$ cat config.mk
export PLATFORM = sky130hd
export DESIGN_NAME = pmx_mac
export DESIGN_NICKNAME = d
export VERILOG_FILES = /design/src/multichannel_pcm_mixer_macros.svh /design/src/pmx_pkg.sv /design/src/pmx_mac.sv
export SDC_FILE = /design/constraint.sdc
export NUM_CORES = 1
export LEC_CHECK = 0
export ABC_AREA = 1
export CORE_MARGIN = 1.5
export CORE_UTILIZATION = 45
export CTS_CLUSTER_SIZE = 40
export DETAILED_ROUTE_END_ITERATION = 6
export DONT_BUFFER_PORTS = 1
export SLEW_MARGIN = 0
export SYNTH_ARGS = -nofsm -noshare
export SYNTH_HDL_FRONTEND = slang
export SYNTH_SLANG_ARGS = --single-unit
$ cat constraint.sdc
create_clock -name clk -period 7.9 [get_ports clk]
set_input_delay 0.395 -clock clk [delete_from_list [all_inputs] [get_ports clk]]
set_output_delay 0.395 -clock clk [all_outputs]
set_load 0.1 [all_outputs]
$ cat src/multichannel_pcm_mixer_macros.svh
// ---------------------------------------------------------------------------
// Assertion macros for the PCM mixer
// Short forms for the concurrent checks used across the RTL. Each one samples
// on clk and is disabled while rst is high.
// ---------------------------------------------------------------------------
`ifndef MULTICHANNEL_PCM_MIXER_MACROS_SVH
`define MULTICHANNEL_PCM_MIXER_MACROS_SVH

// Consequent must hold in the same cycle as the antecedent.
`define PMX_ASSERT_NOW(lbl, ante, cons, msg) \
  lbl: assert property (@(posedge clk) disable iff (rst) (ante) |-> (cons)) \
    else $error(msg);

// Consequent must hold in the cycle after the antecedent.
`define PMX_ASSERT_NEXT(lbl, ante, cons, msg) \
  lbl: assert property (@(posedge clk) disable iff (rst) (ante) |=> (cons)) \
    else $error(msg);

`endif

$ cat src/pmx_pkg.sv
// ---------------------------------------------------------------------------
// PCM mixer package
// Beat payload types, configuration and frame records, and item codes.
// ---------------------------------------------------------------------------
package pmx_pkg;

  // Item kinds
  localparam logic [2:0] KIND_LOAD  = 3'd0;
  localparam logic [2:0] KIND_START = 3'd1;
  localparam logic [2:0] KIND_SET   = 3'd2;
  localparam logic [2:0] KIND_STOP  = 3'd3;
  localparam logic [2:0] KIND_TICK  = 3'd4;

  // Configuration register indexes
  localparam logic [1:0] CFG_SIXTEEN_BIT = 2'd0;
  localparam logic [1:0] CFG_SIGNED      = 2'd1;
  localparam logic [1:0] CFG_BIG_ENDIAN  = 2'd2;
  localparam logic [1:0] CFG_CHANNELS    = 2'd3;

  localparam int MASK_W = 8;

  typedef struct packed {
    logic [2:0]         kind;
    logic [2:0]         voice;
    logic [15:0]        address;
    logic signed [15:0] sample_word;
    logic [16:0]        sound_length;
    logic [6:0]         volume;
    logic [7:0]         separation;
  } in_t;

  typedef struct packed {
    logic [7:0]        first_byte;
    logic [7:0]        second_byte;
    logic [1:0]        output_channel;
    logic              last_of_frame;
    logic [MASK_W-1:0] playing_mask;
  } out_t;

  typedef struct packed {
    logic       sixteen_bit_output;
    logic       signed_output;
    logic       big_endian_output;
    logic [2:0] output_channel_count;
  } cfg_t;

  // Finished frame, already saturated to 16 bits
  typedef struct packed {
    logic signed [15:0] left;
    logic signed [15:0] right;
    logic [MASK_W-1:0]  mask;
  } frame_t;

  typedef enum logic [1:0] {
    OP_MIX_L  = 2'd0,
    OP_MIX_R  = 2'd1,
    OP_GAIN_L = 2'd2,
    OP_GAIN_R = 2'd3
  } mac_op_t;

  typedef struct packed {
    logic               go;
    mac_op_t            op;
    logic signed [16:0] a;
    logic [7:0]         b;
  } mac_req_t;

  typedef struct packed {
    logic       valid;
    logic       right;
    logic [7:0] gain;
  } gain_wr_t;

endpackage

$ cat src/pmx_mac.sv
// ---------------------------------------------------------------------------
// PCM mixer shared multiply unit
// One 17x9 multiplier with a constant-divide stage behind it. Mix products
// are scaled by 1/255 toward zero and summed; gain products are scaled by
// 1/127 and handed back.
// ---------------------------------------------------------------------------
module pmx_mac import pmx_pkg::*; #(
  parameter int ACC_W = 21
) (
  input  logic               clk,
  input  logic               rst,
  input  logic               clear,
  input  mac_req_t           req,
  output logic               busy,
  output gain_wr_t           gain_wr,
  output logic signed [15:0] left,
  output logic signed [15:0] right
);

  localparam int SAT_MAX = 32767;
  localparam int SAT_MIN = -32768;

  // floor(m/255), m <= 255*32768: reciprocal estimate is at most one low
  function automatic logic [15:0] div255(input logic [22:0] m);
    logic [30:0] t;
    logic [14:0] est;
    logic [23:0] r;
    t      = 31'(m) + {m, 8'd0};
    est    = t[30:16];
    r      = 24'(m) - ({1'b0, est, 8'd0} - 24'(est));
    div255 = (r >= 24'd255) ? 16'(est) + 16'd1 : 16'(est);
  endfunction

  // floor(x/127), x <= 255*127
  function automatic logic [7:0] div127(input logic [14:0] x);
    logic [23:0] t;
    logic [7:0]  est;
    logic [15:0] r;
    t      = {x, 9'd0} + 24'({x, 2'd0});
    est    = t[23:16];
    r      = 16'(x) - ({1'b0, est, 7'd0} - 16'(est));
    div127 = (r >= 16'd127) ? est + 8'd1 : est;
  endfunction

  logic signed [25:0] p1;
  mac_op_t            op1;
  logic               v1;
  logic signed [16:0] q2;
  mac_op_t            op2;
  logic               v2;
  logic signed [ACC_W-1:0] acc_l;
  logic signed [ACC_W-1:0] acc_r;
  logic [25:0]        p_abs;
  logic [15:0]        q_mag;

  assign p_abs = p1[25] ? 26'(-p1) : 26'(p1);
  assign q_mag = div255(p_abs[22:0]);

  always_ff @(posedge clk) begin
    if (rst) begin
      v1 <= 1'b0;
      v2 <= 1'b0;
    end else begin
      v1 <= req.go;
      v2 <= v1;
    end
  end

  always_ff @(posedge clk) begin
    p1  <= req.a * $signed({1'b0, req.b});
    op1 <= req.op;
    op2 <= op1;
    if (op1 == OP_GAIN_L || op1 == OP_GAIN_R) begin
      q2 <= 17'(div127(p1[14:0]));
    end else begin
      q2 <= p1[25] ? -17'(q_mag) : 17'(q_mag);
    end
  end

  always_ff @(posedge clk) begin
    if (clear) begin
      acc_l <= '0;
      acc_r <= '0;
    end else if (v2) begin
      if (op2 == OP_MIX_L) acc_l <= acc_l + ACC_W'(q2);
      if (op2 == OP_MIX_R) acc_r <= acc_r + ACC_W'(q2);
    end
  end

  assign busy          = v1 | v2;
  assign gain_wr.valid = v2 && (op2 == OP_GAIN_L || op2 == OP_GAIN_R);
  assign gain_wr.right = (op2 == OP_GAIN_R);
  assign gain_wr.gain  = q2[7:0];

  always_comb begin
    priority if (acc_l > ACC_W'(SAT_MAX)) left = 16'(SAT_MAX);
    else if (acc_l < ACC_W'(SAT_MIN))     left = 16'(SAT_MIN);
    else                                  left = acc_l[15:0];
    priority if (acc_r > ACC_W'(SAT_MAX)) right = 16'(SAT_MAX);
    else if (acc_r < ACC_W'(SAT_MIN))     right = 16'(SAT_MIN);
    else                                  right = acc_r[15:0];
  end

endmodule

Word-level counts from Yosys, hierarchy flattened

Index checks and enable logic that the tools add are counted.

Eq/ne operators: 5
$lt $le $gt $ge: 6
Add/sub/neg operators: 12
Reductions and logical operators: 7
Muxes and demuxes: 9
Bitwise gates (word level): 2
$mul: 1

Operators by type and width:

| cell                                                                | count |
|---|---|
| 2-to-1 mux 16 bit                                                   | 6 |
| adder 21 x 17 -> 21 bit                                             | 2 |
| > comparator 21 x 16 -> 1 bit (second input constant)               | 2 |
| less-than comparator 21 x 16 -> 1 bit (second input constant)       | 2 |
| adder 23 x 31 -> 31 bit                                             | 1 |
| multiplier 17 x 9 -> 26 bit                                         | 1 |
| adder 24 x 17 -> 24 bit                                             | 1 |
| greater-or-equal comparator 24 x 8 -> 1 bit (second input constant) | 1 |
| subtractor 23 x 15 -> 24 bit                                        | 1 |
| subtractor 23 x 24 -> 24 bit                                        | 1 |
| 2-to-1 mux 23 bit                                                   | 1 |
| negation 23 bit                                                     | 1 |
| negation 16 -> 17 bit                                               | 1 |
| adder 15 x 1 -> 16 bit (second input constant)                      | 1 |
| greater-or-equal comparator 16 x 7 -> 1 bit (second input constant) | 1 |
| 2-to-1 mux 8 bit                                                    | 2 |
| subtractor 15 x 16 -> 16 bit                                        | 1 |
| subtractor 15 x 8 -> 16 bit                                         | 1 |
| adder 8 x 1 -> 8 bit (second input constant)                        | 1 |
| == test 2 bit (second input constant)                               | 4 |
| AND reduction 2 bit                                                 | 2 |
| == test 2 x 1 -> 1 bit (second input constant)                      | 1 |
| zero test 2 bit                                                     | 1 |
| logical OR 1 bit                                                    | 2 |
| 4 further kinds                                                     | 4 |

Word-level logic and storage cells: 52
Output and inout bits: 43
Register bits: 91
Input bits: 31

Depth between registers and ports, before layout

Gate-level depths: netlist of run 1.

Word-level depth: 10
Mapped depth: 51
Depth with buffers taken out: 51

Worst setup path before layout of run 1

Ideal clock, no wire load.

Path type: register to register
Start: reg p1[25]
End: reg q2[13]
Setup time: 0.115 ns
Cell stages (with the launch flop): 44
Setup slack: 1.888 ns
Data required time: 7.785 ns
Arrival: 5.898 ns
Buffers on the path: 4
Clock period less this slack: 6.012 ns
Path through: dfxtp_1 > buf_2 > buf_4 > buf_4 > clkbuf_1 > o21ai_0 > xnor2_1 > ha_1 > nand2_1 > nor2_1 > inv_1 > nor2_1 > nand2_1 > nand2_2 > nand3_1 > nand2_1 > nand2_1 > nor4_1 > [8 not listed] > nand2_1 > nand3_1 > nor3_1 > nand3_1 > nor2_1 > nand2_1 > nand2_4 > nand2_2 > nor2_4 > nand2_2 > nor2_4 > nand3_2 > nor2_1 > nand2_2 > nand2_2 > nand3_1 > nand2_1 > nor2_1

Cells in the longest elaborated chain, start to end: 8
Elaborated cells on any way between the ends: 9
Those cells by class: add/sub (5); order compare (1); mux (3)

RTL lines:

| item                                        | RTL line      | RTL |
|---|---|---|
| from (decl)                                 | pmx_mac.sv:45 | `logic signed [25:0] p1;` |
| from (signal assigned)                      | pmx_mac.sv:70 | `p1 <= req.a * $signed({1'b0, req.b});` |
| 2-to-1 mux 23 bit                           | pmx_mac.sv:56 | `assign p_abs = p1[25] ? 26'(-p1) : 26'(p1);` |
| adder 23 x 31 -> 31 bit                     | pmx_mac.sv:28 | `t = 31'(m) + {m, 8'd0};` |
| subtractor 23 x 15 -> 24 bit                | pmx_mac.sv:30 | `r = 24'(m) - ({1'b0, est, 8'd0} - 24'(est));` |
| subtractor 23 x 24 -> 24 bit                | pmx_mac.sv:30 |  |
| greater-or-equal comparator 24 x 8 -> 1 bit | pmx_mac.sv:31 | `div255 = (r >= 24'd255) ? 16'(est) + 16'd1 : 16'(est);` |
| 2-to-1 mux 16 bit                           | pmx_mac.sv:31 |  |
| negation 16 -> 17 bit                       | pmx_mac.sv:76 | `q2 <= p1[25] ? -17'(q_mag) : 17'(q_mag);` |
| 2-to-1 mux 16 bit *                         | pmx_mac.sv:76 |  |
| to (signal assigned)                        | pmx_mac.sv:74 | `q2 <= 17'(div127(p1[14:0]));` |
| to (signal assigned)                        | pmx_mac.sv:76 |  |
| to (decl)                                   | pmx_mac.sv:48 | `logic signed [16:0] q2;` |

Every way passes the cells marked *; elsewhere a longest branch is shown, timed or not.
A chain may end at the register's enable or synchronous reset.

Final worst setup path of run 1

Ends and elaborated chain as after synthesis.

==> results.json, run 1 <==
{
  "fin_tns_setup_ns": 0,
  "hold_viol": 0,
  "end_kind": "flip-flop",
  "post_drt_via_cell_ratio": 5.13,
  "rsz0062_at_grt": "no",
  "core_um2": 34700,
  "cts_buffer_depth": 2,
  "htreeDepth": 3,
  "syn_area_per_cell_um2": 6.50,
  "antenna_found_initial": 0,
  "ys_seq_area_share_pct": 11.2,
  "clock_latency_ns": 0.35,
  "drt-initial-drc-count": 761,
  "cp_slowest_cell": "fa_1",
  "root_buffer": "clkbuf_16",
  "die-area_um2": 36600,
  "portBuffers": 0,
  "antenna_cells": 0,
  "drt_wl_total_mm": 41.8,
  "status": "finished, final reports clean",
  "min_period_over_period_pct": 91.4,
  "area_growth_pct": 5.16,
  "worstMarginPinSlew_ns": 1.26,
  "groute.usage.overall_pct": 23.4,
  "relSlewSlack_pct": 15.4,
  "path_class": "reg2reg",
  "ys_types": 54,
  "setup.worst_path.start_class": "flip-flop",
  "clk_pin_slew_ns": 0.07,
  "synth_enable_flop_cells": 0,
  "drv_cap": 0,
  "fp.dieH_um": 191,
  "synth-seq-cells": 89,
  "grt_max_degree": 44,
  "final_layout_size_suffix_gt1_share_pct": 6.98,
  "cts_tree": "done",
  "cts_hold_buf": 0,
  "synthesis.instances": 2451,
  "die_x_um": 191,
  "cts_sinks": 89,
  "worstPathMaxFanout": 43,
  "synth_top_area_share_pct": 14.6,
  "cpPeakStageDelay_ns": 0.52,
  "cts_made_buffers": 9,
  "drtPass1Iterations": 6,
  "synth-async-reset-ratio_pct": 0,
  "yosysWarnings": 0,
  "ys_top_cells_by_area": "fa_1, ha_1, nand2_1",
  "final_core_util_pct": 48.3,
  "gp_congestion": 0.982,
  "grt_overflow_total": 0,
  "place_ws_ns": 0.393,
  "initial_core_util_pct": 45.9,
  "synth_ff_type": "dfxtp_1",
  "io_pins": 74,
  "crit_required_ns": 8.15,
  "final_max_slew_viol_count": 0,
  "hold_class": "in2reg",
  "setup_viol": 0,
  "fill_cells": 3627,
  "max_freq_mhz": 139,
  "setup_slack_ns": 0.680,
  "rows": 68,
  "synth_top_cell_by_area": "fa_1",
  "nets": 2729,
  "crit_arrival_ns": 7.47,
  "crit_top_cell": "nand2_1",
  "layout_min_cycle_time_ns": 7.22,
  "grt_pass1_vias": 14400,
  "grt_pass1_wl_mm": 69.7,
  "routedWlPerCell_um": 14.6,
  "num_vias": 14700,
  "ant_nets": 0,
  "synth_fp_nets": 2779,
  "synth_area_um2": 15900,
  "post-dp-hpwl_mm": 35.8,
  "drc": 0,
  "finClkSkew_ns": 0.0116
}
==> registers in the layout, indices dropped and copies added (netlist names) <==
register and flops:
p1 24, acc_l 21, acc_r 21, q2 17, op1 2, op2 2
v1 1, v2 1
==> path summary, 6_finish.rpt <==
kind	startpoint	endpoint	slack, ns	cells past startpoint
setup / recovery	p1[25]	q2[13]	0.68	38
hold / removal	req[25]	op1[0]	0.07	0
setup reg to reg	p1[25]	q2[13]	0.68	38
hold reg to reg	op1[0]	op2[0]	0.33	0
==> per-stage QoR <==
| stage | std cells | cell area, um^2 | hold slack [ns] |
|---|---|---|---|
| after global placement | 2845 | 16400 | 0.314 |
| after CTS | 2861 | 16700 | 0.0556 |
| after floorplan | 2451 | 15900 | 0.310 |
| final | 2861 | 16800 | 0.0694 |
| after global routing | 2861 | 16800 | 0.0536 |
| after detailed placement | 2845 | 16400 | 0.314 |
==> synth_stat cells, types with 2 or more instances <==
cell type,n
and3_1,3
nand4_2,2
and2_1,2
nand3_1,141
inv_1,539
nor2_4,8
or2_2,3
buf_2,2
a21o_1,2
ha_1,181
o31ai_1,6
o21bai_1,8
nand2_1,552
nor3_1,26
a21oi_2,4
buf_4,10
nor2_1,151
nand2_2,36
clkbuf_1,46
xor2_1,62
nor2_2,11
nor4_1,2
fa_1,116
or2_0,2
buf_1,5
nor2_8,2
o21ai_0,120
xnor2_1,32
a31oi_1,8
inv_2,7
nand3_2,11
dfxtp_1,89
o21a_1,4
nand2_4,9
nand4_1,37
o21ai_1,16
o221ai_1,3
nand3b_1,6
a21oi_1,168
clkbuf_2,5
==> layer usage <==
metal | vias up | routed length, um | share of wire, % | global-route usage [%]
met4 | 0 | 795 | 1.9 | 5.68
li1 | 7530 | - | - | -
met5 | - | 0 | 0 | 0
met1 | 6798 | 18700 | 45 | 29.7
met3 | 51 | 1680 | 4.0 | 2.74
met2 | 298 | 20600 | 49 | 42.2
==> kinds of logic after synthesis <==
group | count (synthesis) | synth area share (%)
AOI/OAI and AO/OA | 347 | 11.6
buffers and inverters | 615 | 14.8
and+or+nand+nor | 1008 | 28.4
DFF | 89 | 11.2
xor gates and xnor gates | 95 | 5.27
adders and majority gates | 297 | 28.8
==> worst max-delay path, delay by kind of cell (launching register included) <==
kind	cells	cell delay (ns)
buf+inv	2	0.48
simple gates	26	2.98
fa+ha+maj	4	1.77
compound gates	5	1.04
xor+xnor	1	0.47
flops	1	0.34
==> final cells by class <==
| type | instances | area [um^2] | share of cell area, % |
|---|---|---|---|
| multi-input cells | 1747 | 12000 | 71.6 |
| inverters | 547 | 2050 | 12.2 |
| flip-flops and latches | 89 | 1780 | 10.6 |
| well taps | 455 | 569 | 3.40 |
| clock buffers | 10 | 229 | 1.37 |
| clock inverters | 6 | 67.6 | 0.403 |
| repair buffers | 7 | 52.6 | 0.314 |
==> layout by cell type (no fill, tap or decap), drive strengths merged <==
| master | instances |
|---|---|
| nand2 | 597 |
| inv | 547 |
| ha | 181 |
| a21oi | 172 |
| nor2 | 172 |
| nand3 | 152 |
| o21ai | 137 |
| fa | 116 |
| dfxtp | 89 |
| xor2 | 63 |
| nand4 | 39 |
| xnor2 | 32 |
| nor3 | 27 |
| clkbuf | 10 |
| o21bai | 9 |
| a31oi | 8 |
| buf | 7 |
| nand3b | 6 |
| o31ai | 6 |
| or2 | 6 |
| o21a | 4 |
| o221ai | 3 |
| and3 | 3 |
| and2 | 3 |
| clkinv | 3 |
| a21o | 2 |
| clkinvlp | 2 |
| nor4 | 2 |
| o22ai | 1 |
| a211oi | 1 |
| o211ai | 1 |
| a21boi | 1 |
| o2111ai | 1 |
| nor3b | 1 |
| o2111a | 1 |
| bufinv | 1 |
==> repair_timing <==
| action | CTS | global route |
|---|---|---|
| endpoints found under the setup margin | 0 | 13 |
| setup buffers | 0 | 0 |
| resized for setup | 0 | 14 |
Power of run 1 is left out: the tool's default activity adds up to more than one toggle a clock period on the data nets, which glitch-free logic cannot reach.
==> inputs of run 2 (changes only) <==
- REMOVE_ABC_BUFFERS: not set -> 1
==> results.json, run 2 (synthesis results as in run 1) <==
{
  "die-area_um2": 36600,
  "max_freq_mhz": 139,
  "relSlewSlack_pct": 18.5,
  "portBuffers": 0,
  "crit_arrival_ns": 7.45,
  "gp_congestion": 0.948,
  "status": "finished, final reports clean",
  "fp.dieH_um": 191,
  "final_max_slew_viol_count": 0,
  "grt_pass1_wl_mm": 68.9,
  "grt_pass1_vias": 14200,
  "final_layout_size_suffix_gt1_share_pct": 6.78,
  "crit_top_cell": "nand2_1",
  "routedWlPerCell_um": 14.4,
  "htreeDepth": 3,
  "area_growth_pct": 5.26,
  "post-dp-hpwl_mm": 35.7,
  "worstPathMaxFanout": 11,
  "setup_viol": 0,
  "core_um2": 34700,
  "reg2regPathDepth": 42,
  "crit_required_ns": 8.16,
  "layout_commonest_cell": "nand2_1",
  "cp_slowest_cell": "dfxtp_1",
  "layout_min_cycle_time_ns": 7.19,
  "hold_viol": 0,
  "root_buffer": "clkbuf_16",
  "cpPeakStageDelay_ns": 0.39,
  "die_x_um": 191,
  "holdPathStages": 0,
  "drt_wl_total_mm": 41.3,
  "io_pins": 74,
  "rows": 68,
  "setup.worst_path.start_class": "flip-flop",
  "ant_nets": 0,
  "top_regs": "p1: 24 flops, acc_l: 21 flops, acc_r: 21 flops",
  "crit_buf_inv": 6,
  "hold_class": "in2reg",
  "regMostFlops": "p1",
  "cts_buffer_depth": 2,
  "cts_tree": "done",
  "nets": 2727,
  "antenna_found_initial": 0,
  "drt-initial-drc-count": 569,
  "clk_pin_slew_ns": 0.07,
  "groute.usage.overall_pct": 23.3,
  "antenna_cells": 0,
  "path_class": "reg2reg",
  "clock_latency_ns": 0.36,
  "worstMarginPinSlew_ns": 1.22,
  "post_cts_buffers": 0,
  "post_drt_via_cell_ratio": 5.07,
  "end_kind": "flip-flop",
  "worst-path-stages": 42,
  "fill_cells": 3640,
  "drv_cap": 0,
  "critical_path.top_delay_family": "simple AND/OR/NAND/NOR gates",
  "cts_sinks": 89,
  "finClkSkew_ns": 0.0125,
  "cts_made_buffers": 9,
  "drtPass1Iterations": 6,
  "cts_hold_buf": 0,
  "initial_core_util_pct": 45.9,
  "drc": 0,
  "largest_register_ffs": 24,
  "layout_common_cells": "nand2_1, inv_1, ha_1",
  "num_vias": 14500,
  "grt_max_degree": 44,
  "grt_overflow_total": 0,
  "hold_ws_ns": 0.0617,
  "min_period_over_period_pct": 91.0
}
-- run 2: timing repair --
action	4_1_cts	5_1_grt
endpoints found under the setup margin	0	13
resized for setup	0	16
hold endpoints to repair	0	0
-- run 2: cell type report --
| type | instances | area [um^2] | share of cell area, % |
|---|---|---|---|
| Clock buffer | 10 | 239 | 1.42 |
| Clock inverter | 6 | 72.6 | 0.433 |
| Inverter | 547 | 2050 | 12.2 |
| Multi-Input combinational cell | 1747 | 12000 | 71.7 |
| Sequential cell | 89 | 1780 | 10.6 |
| Tap cell | 455 | 569 | 3.39 |
| Timing Repair Buffer | 5 | 37.5 | 0.224 |
-- run 2: metrics by stage --
step	setup TNS [ns]	utilization, %	cell area [um^2]	instances	worst slack [ns]
after detailed placement	0	47.2	16400	2843	0.515
after CTS	0	48.1	16700	2859	0.489
final	0	48.3	16800	2859	0.708
after floorplan	0	-	15600	2383	1.20
after global routing	-0.00250	48.3	16800	2859	-0.00250
after global placement	0	47.2	16400	2843	0.632
-- run 2: routing by layer --
layer	GRT usage (%)	share of wire, %
met1	28.4	45
met2	42.3	49
met3	2.53	2.6
met4	7.90	3.1
met5	0	0
-- run 2: worst paths after layout --
check,endpoint,start,slack (ns)
setup reg to reg,q2[13],p1[10],0.71
hold / removal,op1[1],req[26],0.06
hold reg to reg,op2[0],op1[0],0.33
setup / recovery,q2[13],p1[10],0.71
Power of run 2 is left out for the same reason.
