## src/multichannel_pcm_mixer_macros.svh

```systemverilog
// ---------------------------------------------------------------------------
// Assertion macros for the PCM mixer
// Short forms for the concurrent checks used across the RTL. Each one samples
// on clk and is disabled while rst is high.
// ---------------------------------------------------------------------------
`ifndef MULTICHANNEL_PCM_MIXER_MACROS_SVH
`define MULTICHANNEL_PCM_MIXER_MACROS_SVH

// Consequent must hold in the same cycle as the antecedent.
`define PMX_ASSERT_NOW(lbl, ante, cons, msg) \
  lbl: assert property (@(posedge clk) disable iff (rst) (ante) |-> (cons)) \
    else $error(msg);

// Consequent must hold in the cycle after the antecedent.
`define PMX_ASSERT_NEXT(lbl, ante, cons, msg) \
  lbl: assert property (@(posedge clk) disable iff (rst) (ante) |=> (cons)) \
    else $error(msg);

`endif

```

## src/pmx_pkg.sv

```systemverilog
// ---------------------------------------------------------------------------
// PCM mixer package
// Beat payload types, configuration and frame records, and item codes.
// ---------------------------------------------------------------------------
package pmx_pkg;

  // Item kinds
  localparam logic [2:0] KIND_LOAD  = 3'd0;
  localparam logic [2:0] KIND_START = 3'd1;
  localparam logic [2:0] KIND_SET   = 3'd2;
  localparam logic [2:0] KIND_STOP  = 3'd3;
  localparam logic [2:0] KIND_TICK  = 3'd4;

  // Configuration register indexes
  localparam logic [1:0] CFG_SIXTEEN_BIT = 2'd0;
  localparam logic [1:0] CFG_SIGNED      = 2'd1;
  localparam logic [1:0] CFG_BIG_ENDIAN  = 2'd2;
  localparam logic [1:0] CFG_CHANNELS    = 2'd3;

  localparam int MASK_W = 8;

  typedef struct packed {
    logic [2:0]         kind;
    logic [2:0]         voice;
    logic [15:0]        address;
    logic signed [15:0] sample_word;
    logic [16:0]        sound_length;
    logic [6:0]         volume;
    logic [7:0]         separation;
  } in_t;

  typedef struct packed {
    logic [7:0]        first_byte;
    logic [7:0]        second_byte;
    logic [1:0]        output_channel;
    logic              last_of_frame;
    logic [MASK_W-1:0] playing_mask;
  } out_t;

  typedef struct packed {
    logic       sixteen_bit_output;
    logic       signed_output;
    logic       big_endian_output;
    logic [2:0] output_channel_count;
  } cfg_t;

  // Finished frame, already saturated to 16 bits
  typedef struct packed {
    logic signed [15:0] left;
    logic signed [15:0] right;
    logic [MASK_W-1:0]  mask;
  } frame_t;

  typedef enum logic [1:0] {
    OP_MIX_L  = 2'd0,
    OP_MIX_R  = 2'd1,
    OP_GAIN_L = 2'd2,
    OP_GAIN_R = 2'd3
  } mac_op_t;

  typedef struct packed {
    logic               go;
    mac_op_t            op;
    logic signed [16:0] a;
    logic [7:0]         b;
  } mac_req_t;

  typedef struct packed {
    logic       valid;
    logic       right;
    logic [7:0] gain;
  } gain_wr_t;

endpackage

```

## src/pmx_emit.sv

```systemverilog
// ---------------------------------------------------------------------------
// PCM mixer output emitter
// Holds one finished frame and sends one formatted beat per output channel.
// ---------------------------------------------------------------------------
`include "multichannel_pcm_mixer_macros.svh"

module pmx_emit import pmx_pkg::*; #(
  parameter int MAX_OUTPUTS = 4
) (
  input  logic   clk,
  input  logic   rst,
  input  cfg_t   cfg,
  input  logic   frame_go,
  input  frame_t frame,
  output logic   ready,
  output logic   out_valid,
  input  logic   out_stall,
  output out_t   out_data
);

  localparam int CNW = $clog2(MAX_OUTPUTS + 1);

  logic               busy;
  logic [CNW-1:0]     k;
  logic [CNW-1:0]     cnt;
  logic [CNW-1:0]     cnt_eff;
  frame_t             frm;
  logic signed [16:0] sum;
  logic signed [16:0] sum_adj;
  logic signed [16:0] avg_wide;
  logic signed [15:0] smp;
  logic [15:0]        u;
  logic               last;
  logic               beat;

  always_comb begin
    priority if (cfg.output_channel_count == 3'd0) cnt_eff = CNW'(1);
    else if (int'(cfg.output_channel_count) > MAX_OUTPUTS) cnt_eff = CNW'(MAX_OUTPUTS);
    else cnt_eff = CNW'(cfg.output_channel_count);
  end

  // average truncated toward zero
  assign sum      = 17'(frm.left) + 17'(frm.right);
  assign sum_adj  = sum + $signed({16'd0, sum[16]});
  assign avg_wide = sum_adj >>> 1;

  always_comb begin
    priority if (cnt == CNW'(1)) smp = avg_wide[15:0];
    else if (k == CNW'(0))       smp = frm.left;
    else if (k == CNW'(1))       smp = frm.right;
    else                         smp = avg_wide[15:0];
  end

  assign u    = cfg.signed_output ? smp : (smp ^ 16'h8000);
  assign last = (k + CNW'(1) == cnt);
  assign beat = out_valid && !out_stall;

  always_comb begin
    priority if (!cfg.sixteen_bit_output) begin
      out_data.first_byte  = u[15:8];
      out_data.second_byte = 8'd0;
    end else if (cfg.big_endian_output) begin
      out_data.first_byte  = u[15:8];
      out_data.second_byte = u[7:0];
    end else begin
      out_data.first_byte  = u[7:0];
      out_data.second_byte = u[15:8];
    end
    out_data.output_channel = 2'(k);
    out_data.last_of_frame  = last;
    out_data.playing_mask   = frm.mask;
  end

  always_ff @(posedge clk) begin
    if (rst) begin
      busy <= 1'b0;
      k    <= '0;
      cnt  <= CNW'(1);
    end else if (frame_go) begin
      busy <= 1'b1;
      k    <= '0;
      cnt  <= cnt_eff;
    end else if (beat) begin
      if (last) busy <= 1'b0;
      else      k    <= k + CNW'(1);
    end
  end

  always_ff @(posedge clk) begin
    if (frame_go) frm <= frame;
  end

  assign ready     = !busy;
  assign out_valid = busy;

  `PMX_ASSERT_NOW(a_load_when_free, frame_go, !busy, "frame loaded over a pending frame")
  `PMX_ASSERT_NEXT(a_frame_continues, beat && !last, out_valid, "frame ended early")
  `PMX_ASSERT_NOW(a_chan_in_range, busy, k < cnt, "channel index past count")

endmodule

```

## config.mk

```make
export PLATFORM = sky130hd
export DESIGN_NAME = pmx_emit
export DESIGN_NICKNAME = d
export VERILOG_FILES = /design/src/pmx_pkg.sv /design/src/pmx_emit.sv
export VERILOG_INCLUDE_DIRS = /design/src /design/src/src
export SDC_FILE = /design/constraint.sdc
export NUM_CORES = 1
export LEC_CHECK = 0
export ABC_CLOCK_PERIOD_IN_PS = 8700
export BUFFER_PORTS_ARGS = -buffer_cell sky130_fd_sc_hd__buf_2
export CORE_MARGIN = 8
export CORE_UTILIZATION = 30
export CTS_CLUSTER_SIZE = 25
export DETAILED_ROUTE_END_ITERATION = 6
export GPL_ROUTABILITY_DRIVEN = 1
export SETUP_SLACK_MARGIN = 0.5
export SYNTH_ARGS = -nofsm -noshare
export SYNTH_HDL_FRONTEND = slang
export SYNTH_SLANG_ARGS = --single-unit
```

## constraint.sdc

```tcl
create_clock -name clk -period 8.7 [get_ports clk]
set_input_delay 0.435 -clock clk [delete_from_list [all_inputs] [get_ports clk]]
set_output_delay 0.435 -clock clk [all_outputs]
set_load 0.1 [all_outputs]
```

**Word level (Yosys, flattened, before mapping)**

Cells that the tools add are included.

- $add $sub $neg: 3
- Multipliers: 0
- Divide/modulo/power cells: 0
- Magnitude comparators: 1
- Equality and inequality tests: 3
- Shifts and indexed selects: 0
- Muxes and demuxes: 11
- Bitwise logic cells: 2
- Reduce and logical (&&, ||, !) cells: 10

Operators with widths:

| cell | number |
|---|---|
| 16-bit two-way mux | 6 |
| 16-bit by 16-bit adder with 17-bit output | 1 |
| 17-bit by 2-bit adder with 17-bit output | 1 |
| 3-bit by 1-bit equality test with 1-bit output, second input constant | 2 |
| 3-bit zero test | 2 |
| 3-bit two-way mux | 2 |
| 2-bit AND reduction | 2 |
| 2-bit nonzero test | 2 |
| 3-bit by 1-bit adder with 3-bit output, second input constant | 1 |
| 3-bit equality test | 1 |
| 3-bit greater-than comparator, second input constant | 1 |
| 1-bit two-way mux | 3 |
| 1-bit zero test | 2 |
| 1-bit inverter | 2 |
| 2-bit OR reduction | 1 |
| 1-bit logical AND | 1 |

- Register bits: 47
- Latch bits: 0
- Memory bits (writable): 0
- Bits in read-only memories: 0
- Bits of input ports: 50
- Output and inout bits: 29
- Word-level logic and storage cells: 36
- Memories: 0

**Longest topological paths before layout**

Gate-level depths: netlist of run 1.

- Depth after elaboration: 9
- Mapped depth: 16
- Mapped depth without buffers: 16

**Least setup slack after synthesis of run 1**

OpenSTA, ideal clock, no wires.

- Kind: flip-flop to output port
- Start: register frm[8] (netlist bit)
- End: output out_data[16] (netlist bit)
- Arrival: 5.224 ns
- Data required time: 8.265 ns
- Path slack: 3.041 ns
- Cell stages (with the launch flop): 17
- Path buffers: 0
- Cells stage by stage: edfxtp_1 ha_1 inv_1 fa_1 and2b_1 o2111ai_1 a21boi_1 nor4_4 nor2_1 nor2b_1 ha_1 nand4bb_1 nor3_4 nand4bb_4 xnor2_1 a211oi_1 a211oi_1

RTL lines:

| what | RTL line | text |
|---|---|---|
| from (decl) | pmx_emit.sv:27 | `frame_t frm;` |
| from (signal assigned) | pmx_emit.sv:90 | `if (frame_go) frm <= frame;` |
| to (decl) | pmx_emit.sv:18 | `output out_t out_data` |

==> flow_summary.json, run 1 <==
{
  "grt_overflow": 0,
  "numCtsBuffers": 5,
  "yosys-top-cells-area": "edfxtp_1, ha_1, xnor2_1",
  "crit_path_max_incr_delay_ps": 460,
  "antenna_cells": 0,
  "portBuffers": 78,
  "ys_types": 80,
  "total_leakage_power_nw": 1.72,
  "cp.required_ps": 8270,
  "hold_ws_ps": 307,
  "drt_first_pass_iters": 5,
  "cts_resized": 0,
  "yosysTopAreaCellShare": 0.320,
  "synthTopCellsByCount": "edfxtp_1, nor2_1, nand2_1",
  "antenna_found_initial": 0,
  "setup_violations": 0,
  "vias": 3437,
  "rsz0062_at_grt": "no",
  "clk_path_buf_depth": 2,
  "yosysSeqAreaShare": 0.358,
  "clk_pin_slew_ps": 70,
  "route.detailed.drc": 0,
  "synth_flop_cell": "edfxtp_1",
  "die-area_um2": 16300,
  "path_cells": "ha_1 -> inv_1 -> fa_1 -> and2b_1 -> o2111ai_1 -> a21boi_1 -> nor4_4 -> nor2_1 -> nor2b_1 -> ha_1 -> nand4bb_1 -> nor3_4 -> nand4bb_4 -> a32o_2 -> or2_1 -> a221oi_2 -> buf_2",
  "cts_setup_buffers": 0,
  "die-height_um": 128,
  "place_area_um2": 4220,
  "max_cap_viol_count": 0,
  "powerDensity_nw_per_um2": 216,
  "dpl.hpwl_mm": 8.59,
  "die_w_um": 128,
  "ioPinCount": 79,
  "max-vdd-ir-drop_mv": 0.142,
  "synth_cells": 398,
  "postCtsHoldBufs": 0,
  "ant_nets": 0,
  "vias_per_cell": 5.46,
  "clock_latency_ps": 300,
  "avgSynthCellArea_um2": 9.42,
  "grt.total_usage": 0.131,
  "grt_pass1_wl_mm": 17.2,
  "cp_top_family": "simple AND/OR/NAND/NOR gates",
  "fin_skew_ps": 2.35,
  "num-nets-final": 528,
  "worst_path_most_repeated_cell": "ha_1",
  "clock-sinks": 47,
  "synth.net_count": 469,
  "final_area_um2": 4380,
  "drv_slew": 0,
  "synth_edf_count": 40,
  "cts_tree": "yes",
  "drt_iter0_markers": 261,
  "wirelength_mm": 10.9,
  "cpMaxStageDelayCell": "buf_2",
  "finalSetupTns_ps": 0,
  "h-tree-depth": 2,
  "slew_headroom": 0.442,
  "wire_per_inst_um": 17.2,
  "core_um2": 12400,
  "syn_area_um2": 3750,
  "fmax_mhz": 197,
  "crit_path_max_fanout": 5,
  "worst-path-buf-inv": 2,
  "worst_setup_path_start_kind": "register",
  "status": "finished clean",
  "drive_gt1_frac": 0.242,
  "rows": 41,
  "yosys.cell_count.top_type": "edfxtp_1",
  "globalplace.congestion": 0.972,
  "yosys_warnings": 0,
  "fin_crit_sh": 0.583,
  "cp-end-kind": "output pin",
  "finalHoldViolations": 0,
  "period_needed_ps": 5070,
  "min_path_type": "in -> reg",
  "synth-seq-cells": 47,
  "worst-endpoint-arrival_ps": 4630,
  "path_class": "reg -> out",
  "synth_async_sr_flop_share": 0,
  "grt_pass1_vias": 3392,
  "cts-root-buf": "clkbuf_16",
  "worst_pin_slew_ps": 834,
  "area_growth_pct": 17.0,
  "yosysTopAreaCell": "edfxtp_1",
  "grt_max_degree": 48,
  "start_util": 0.302
}
per-layer routing:
layer | GRT usage | part of all wire | routed length (um)
met5 | 0 | 0 | 0
met2 | 0.209 | 0.46 | 5000
met1 | 0.159 | 0.43 | 4630
met4 | 0.0734 | 0.044 | 479
met3 | 0.0337 | 0.069 | 744
cell type report:
| class | instances | area [um^2] |
|---|---|---|
| inverters | 17 | 63.8 |
| flip-flops and latches | 47 | 1340 |
| clock buffers | 6 | 150 |
| multi-input cells | 306 | 2190 |
| clock inverters | 2 | 16.3 |
| fillers | 1305 | 8030 |
| well taps | 172 | 215 |
| repair buffers | 80 | 405 |
where the power goes:
group,total (mW),internal [mW],switching [mW]
Combinational,0.462,0.129,0.333
Sequential,0.273,0.263,0.0100
Clock,0.212,0.125,0.0870
cells by family (layout without fill, tap and decap cells):
group           after synthesis  count (layout)  share of synthesized area
buf+inv                      45             105                     0.0574
compound gates              126             126                      0.241
flops                        47              47                      0.358
xor+xnor                     24              24                     0.0561
fa+ha+maj                    21              21                     0.0721
mux                           3               3                    0.00801
simple gates                132             132                      0.208
per-stage QoR:
stage | util | worst slack [ps] | std cells | power, mW
2_1_floorplan | - | 3040 | 398 | 0.645
3_3_place_gp | 0.340 | 4170 | 622 | 0.734
3_5_place_dp | 0.340 | 4010 | 622 | 0.735
4_1_cts | 0.353 | 3650 | 630 | 0.949
5_1_grt | 0.353 | 3390 | 630 | 0.991
6_report | 0.353 | 3630 | 630 | 0.947
worst paths after layout:
| check | start | endpoint | slack [ps] | cells past startpoint |
|---|---|---|---|---|
| max | frm[8] | out_data[26] | 3630 | 17 |
| min | frame[6] | out_data[6] | 310 | 1 |
| max reg2reg | k[0] | k[2] | 6760 | 8 |
| min reg2reg | out_valid | out_valid | 530 | 2 |
cell usage in the layout (no fill, tap or decap), drive strengths merged, types with 3 or more instances in the layout:
cell / n
o31a: 3
and2: 6
o211ai: 5
nor2: 30
nor3: 12
o2111ai: 5
buf: 80
o21ai: 25
a32oi: 3
clkbuf: 6
nand2b: 4
o21a: 6
dfxtp: 7
a21oi: 22
a31oi: 6
nand3: 16
nor2b: 6
a21o: 7
xnor2: 17
and3: 3
xor2: 7
mux2i: 3
ha: 20
inv: 18
or3: 4
nand2: 25
o22ai: 9
a211oi: 6
nand4: 5
edfxtp: 40
a221oi: 5
nor4: 4
o31ai: 3
registers in the layout, summed over array words and instances, names as in the netlist:
name       count
cnt            3
frm           32
k              3
out_data       8
out_valid      1
worst reg2reg max path, cell delays in order (launching register included):
cell and delay (ps):
dfxtp_1 460, inv_1 70, ha_1 330, xor2_1 150, nor3_1 330, nor3_1 160, nand2_1 110, xor2_1 140
nor3_1 50
Note: power is estimated with default switching activity, not from simulation.
==> run 2: changes to the inputs <==
--- a/config.mk
+++ b/config.mk
@@ -6,7 +6,8 @@
 export SDC_FILE = /design/constraint.sdc
 export NUM_CORES = 1
 export LEC_CHECK = 0
-export ABC_CLOCK_PERIOD_IN_PS = 8700
+export ABC_AREA = 1
+export ABC_CLOCK_PERIOD_IN_PS = 4750
 export BUFFER_PORTS_ARGS = -buffer_cell sky130_fd_sc_hd__buf_2
 export CORE_MARGIN = 8
 export CORE_UTILIZATION = 30
==> constraint.sdc (replaced) <==
create_clock -name clk -period 4.75 [get_ports clk]
set_input_delay 0.2375 -clock clk [delete_from_list [all_inputs] [get_ports clk]]
set_output_delay 0.2375 -clock clk [all_outputs]
set_load 0.1 [all_outputs]
==> flow_summary.json, run 2 <==
{
  "status": "finished clean",
  "antenna_found_initial": 0,
  "num-nets-final": 696,
  "finalHoldViolations": 0,
  "pre_cts_slack_ps": 564,
  "wire_per_inst_um": 14.7,
  "grt_pass1_vias": 3761,
  "syn_area_um2": 3920,
  "die-area_um2": 17000,
  "yosysSeqAreaShare": 0.342,
  "clk_path_buf_depth": 2,
  "grt_pass1_wl_mm": 18.5,
  "worst_setup_path_start_kind": "register",
  "min_path_type": "in -> reg",
  "core_um2": 12700,
  "grt_max_degree": 46,
  "drt_first_pass_iters": 5,
  "yosys.cell_count.top_type": "nand2_1",
  "cts-root-buf": "clkbuf_16",
  "ant_nets": 0,
  "rsz0062_at_grt": "yes",
  "ys_types": 47,
  "synth_cells": 552,
  "grt.total_usage": 0.139,
  "vias": 3776,
  "route.detailed.drc": 0,
  "comb_power_share": 0.521,
  "regToRegSetupSlack_ps": 2840,
  "portBuffers": 78,
  "worst-endpoint-arrival_ps": 3930,
  "p_sw_uw": 850,
  "antenna_cells": 0,
  "vias_per_cell": 4.73,
  "fin_skew_ps": 0.980,
  "synth_async_sr_flop_share": 0,
  "finalSetupTns_ps": 0,
  "final_cell_mix": "nand2_1, inv_1, buf_2",
  "multi_input_area_um2": 2200,
  "power.total_mw": 1.78,
  "synth_flop_cell": "edfxtp_1",
  "p_int_uw": 930,
  "swShare": 0.478,
  "grt_overflow": 0,
  "yosysTopAreaCellShare": 0.306,
  "postCtsHoldBufs": 0,
  "pwr-share-seq": 0.283,
  "h-tree-depth": 2,
  "final_common_cell": "nand2_1",
  "start_util": 0.308,
  "drive_gt1_frac": 0.254,
  "synth_edf_count": 40,
  "crit_path_max_incr_delay_ps": 380,
  "fmax_mhz": 240,
  "setup_slack_ps": 579,
  "clk_pin_slew_ps": 70,
  "synthTopCellsByCount": "nand2_1, inv_1, edfxtp_1",
  "drv_slew": 0,
  "yosysTopAreaCell": "edfxtp_1",
  "max-vdd-ir-drop_mv": 0.329,
  "yosys-top-cells-area": "edfxtp_1, nand2_1, inv_1",
  "cpMaxStageDelayCell": "edfxtp_1",
  "avgSynthCellArea_um2": 7.11,
  "globalplace.congestion": 0.919,
  "dpl.hpwl_mm": 9.18,
  "clockPowerShare": 0.196,
  "fillers": 1415,
  "cp.required_ps": 4510,
  "setup_violations": 0,
  "clock-sinks": 47,
  "yosys_warnings": 0,
  "path_class": "reg -> out",
  "worst_pin_slew_ps": 1000,
  "die_w_um": 130,
  "top_register": "frm",
  "hold_ws_ps": 116,
  "synth-seq-cells": 47,
  "worst_path_most_repeated_cell": "nand2_2",
  "powerDensity_nw_per_um2": 372,
  "rows": 41,
  "slew_headroom": 0.331,
  "cp-end-kind": "output pin",
  "wirelength_mm": 11.7,
  "cts_tree": "yes",
  "synth.net_count": 623,
  "worstRegToRegCells": 10,
  "period_needed_ps": 4170,
  "fin_util": 0.376,
  "whs_path_depth": 1,
  "die-height_um": 130,
  "numCtsBuffers": 5,
  "seq_area_um2": 1340,
  "clock_latency_ps": 290,
  "fin_crit_sh": 0.878,
  "largest_register_ffs": 32,
  "area_growth_pct": 22.0,
  "crit_path_max_fanout": 3,
  "drt_iter0_markers": 289,
  "ioPinCount": 79,
  "max_cap_viol_count": 0,
  "total_leakage_power_nw": 2.36
}
run 2: changes by cell type in the layout (fill, tap and decap cells not counted), sizes merged, moves of 7 or more:
| cell | before | now |
|---|---|---|
| inv | 18 | 94 |
| nand2 | 25 | 184 |
| nand3 | 16 | 45 |
| nor3 | 12 | 1 |
| o21ai | 25 | 32 |
| nor2 | 30 | 37 |
| xnor2 | 17 | 5 |
| o22ai | 9 | 1 |
run 2: metal layers:
metal	vias to the layer above	global-route usage	part of all wire
li1	1913	-	-
met5	-	0	0
met4	0	0.0506	0.022
met2	137	0.229	0.47
met1	1710	0.171	0.44
met3	16	0.0375	0.067
run 2: logic make-up after synthesis:
family | count (synthesis) | synth area share
buffers and inverters | 115 | 0.123
DFF | 47 | 0.342
adders and majority gates | 21 | 0.0689
and+or+nand+nor | 287 | 0.328
xor gates and xnor gates | 11 | 0.0284
AOI/OAI and AO/OA | 71 | 0.110
run 2: path summary, 6_finish.rpt:
kind,start,end
max,frm[8],out_data[16]
min,frame[0],out_data[0]
min reg2reg,out_valid,out_valid
max reg2reg,k[0],k[1]
run 2: worst max-delay path: cells and delay by family (launching register included):
family	cells	cell delay [ps]
simple gates	19	1760
fa+ha+maj	3	750
buf+inv	7	540
flops	1	380
compound gates	2	190
run 2: repair_timing:
item                                   4_1_cts  5_1_grt
resized for setup                           17       38
endpoints found under the hold margin        0        0
cloned                                       0        0
pin swaps                                    0       15
setup buffers                                0        7
setup endpoints to repair                    8        8
run 2: area by class of cell:
class,instances,area share
well taps,172,0.0450
flip-flops and latches,47,0.280
inverters,96,0.0761
clock inverters,2,0.00261
multi-input cells,390,0.459
repair buffers,85,0.110
clock buffers,6,0.0269
run 2: stage by stage:
step | cells | area (um^2)
final | 798 | 4790
after global routing | 798 | 4790
after CTS | 791 | 4610
after detailed placement | 783 | 4420
after global placement | 783 | 4420
after floorplan | 552 | 3930
run 2: power by group through the flow:
stage	Sequential [mW]	Clock (mW)	Combinational, mW
CTS	0.504	0.360	0.870
floorplan	0.509	0	0.674
global route	0.507	0.372	1.00
global placement	0.512	0	0.841
finish	0.504	0.349	0.927
detailed placement	0.512	0	0.844
==> run 3: changes to the inputs <==
--- a/config.mk
+++ b/config.mk
@@ -6,7 +6,6 @@
 export SDC_FILE = /design/constraint.sdc
 export NUM_CORES = 1
 export LEC_CHECK = 0
-export ABC_AREA = 1
 export ABC_CLOCK_PERIOD_IN_PS = 4750
 export BUFFER_PORTS_ARGS = -buffer_cell sky130_fd_sc_hd__buf_2
 export CORE_MARGIN = 8
@@ -15,6 +14,7 @@
 export DETAILED_ROUTE_END_ITERATION = 6
 export GPL_ROUTABILITY_DRIVEN = 1
 export SETUP_SLACK_MARGIN = 0.5
+export SLEW_MARGIN = 20
 export SYNTH_ARGS = -nofsm -noshare
 export SYNTH_HDL_FRONTEND = slang
 export SYNTH_SLANG_ARGS = --single-unit
==> flow_summary.json, run 3 (synthesis gave the netlist of run 1 again) <==
{
  "h-tree-depth": 2,
  "cts-root-buf": "clkbuf_16",
  "route.detailed.drc": 0,
  "cp-end-kind": "output pin",
  "fmax_mhz": 234,
  "area_growth_pct": 25.9,
  "period_needed_ps": 4270,
  "core_um2": 12400,
  "clk_path_buf_depth": 2,
  "cp.required_ps": 4510,
  "antenna_found_initial": 0,
  "worst_setup_path_start_kind": "register",
  "hold_ws_ps": 110,
  "grt_overflow": 0,
  "die_w_um": 128,
  "wire_per_inst_um": 18.2,
  "postCtsHoldBufs": 0,
  "fin_skew_ps": 2.75,
  "largest_register_ffs": 32,
  "setup_violations": 0,
  "rows": 41,
  "max_cap_viol_count": 0,
  "finalHoldViolations": 0,
  "total_leakage_power_nw": 1.83,
  "crit_path_max_fanout": 4,
  "grt.total_usage": 0.141,
  "worst_path_most_repeated_cell": "ha_2",
  "wirelength_mm": 11.8,
  "grt_max_degree": 48,
  "vias": 3564,
  "grt_pass1_vias": 3616,
  "fillers": 1244,
  "cpMaxStageDelayCell": "edfxtp_1",
  "path_class": "reg -> out",
  "crit_path_max_incr_delay_ps": 410,
  "clock-sinks": 47,
  "final_cell_mix": "buf_2, edfxtp_1, nor2_1",
  "final_common_cell": "buf_2",
  "drt_iter0_markers": 335,
  "rsz0062_at_grt": "yes",
  "clock_latency_ps": 300,
  "die-area_um2": 16300,
  "portBuffers": 78,
  "grt_pass1_wl_mm": 18.5,
  "start_util": 0.302,
  "ioPinCount": 79,
  "finalSetupTns_ps": 0,
  "worst_pin_slew_ps": 1020,
  "status": "finished clean",
  "drv_slew": 0,
  "dpl.hpwl_mm": 9.03,
  "drive_gt1_frac": 0.323,
  "max-vdd-ir-drop_mv": 0.216,
  "drt_first_pass_iters": 5,
  "die-height_um": 128,
  "numCtsBuffers": 5,
  "vias_per_cell": 5.53,
  "ant_nets": 0,
  "fin_crit_sh": 0.899,
  "clk_pin_slew_ps": 70,
  "cts_tree": "yes",
  "num-nets-final": 543,
  "powerDensity_nw_per_um2": 392,
  "top_register": "frm",
  "path_cells": "ha_2 -> inv_2 -> fa_2 -> and2b_2 -> o2111ai_4 -> a21boi_2 -> nor4_4 -> nor2_1 -> nor2b_1 -> ha_2 -> nand4bb_1 -> nor3_4 -> nand4bb_4 -> a32o_2 -> or2_4 -> a221oi_4 -> buf_12",
  "worst-endpoint-arrival_ps": 4030,
  "globalplace.congestion": 0.946,
  "antenna_cells": 0,
  "slew_headroom": 0.318,
  "min_path_type": "in -> reg"
}
[run 3: changes by cell type in the layout (fill, tap and decap cells not counted), sizes merged, moves of 7 or more]
cell	before	now
o22ai	1	9
inv	94	18
nor3	1	12
nand2	184	25
xnor2	5	17
o21ai	32	25
nor2	37	30
nand3	45	16
[run 3: cell type report]
class	count	area, um^2	share of cell area
timing repair buffer	95	588	0.125
tap	172	215	0.0456
sequential	47	1340	0.284
clock inverter	2	16.3	0.00345
clock buffer	6	150	0.0318
inverter	17	63.8	0.0135
multi-input combinational	306	2340	0.497
[run 3: report_power, final]
| part | internal (mW) | switching [mW] | total (mW) |
|---|---|---|---|
| clock network | 0.229 | 0.165 | 0.394 |
| logic | 0.307 | 0.646 | 0.953 |
| registers | 0.482 | 0.0202 | 0.502 |
[run 3: worst max-delay path: cells and delay by family, from the launching register on]
family	cells	cell delay [ps]
flip-flops	1	410
AND/OR/NAND/NOR	8	1560
AO/OA/AOI/OAI	4	870
buffers and inverters	2	260
adder cells (fa/ha/maj)	3	610
[run 3: path summary, 6_finish.rpt]
| check | end | cells past startpoint | start | slack, ps |
|---|---|---|---|---|
| worst max-delay path | out_data[26] | 17 | frm[8] | 480 |
| worst min-delay path | out_data[3] | 1 | frame[3] | 110 |
| worst max register to register | k[2] | 8 | k[0] | 2630 |
| worst min register to register | out_valid | 2 | out_valid | 530 |
[run 3: metrics by stage]
step / power (mW) / instance area, um^2 / setup slack, ps / utilization / instances
final: 1.85 / 4720 / 478 / 0.380 / 645
after floorplan: 1.20 / 3810 / 2.94 / - / 398
after detailed placement: 1.37 / 4290 / 316 / 0.346 / 623
after global placement: 1.37 / 4290 / 471 / 0.346 / 623
after global routing: 1.93 / 4720 / 343 / 0.380 / 645
after CTS: 1.81 / 4580 / 387 / 0.369 / 639
[run 3: routing by layer]
layer,global-route usage,up-vias,share of wire
met5,0,-,0
li1,-,1659,-
met3,0.0254,27,0.063
met4,0.0748,0,0.044
met2,0.236,173,0.48
met1,0.169,1705,0.41
[run 3: repair_timing]
action	CTS	global route
gates cloned	0	0
pin swaps	12	13
hold endpoints to repair	0	0
setup endpoints to repair	8	14
setup buffers	8	6
resized for setup	21	25
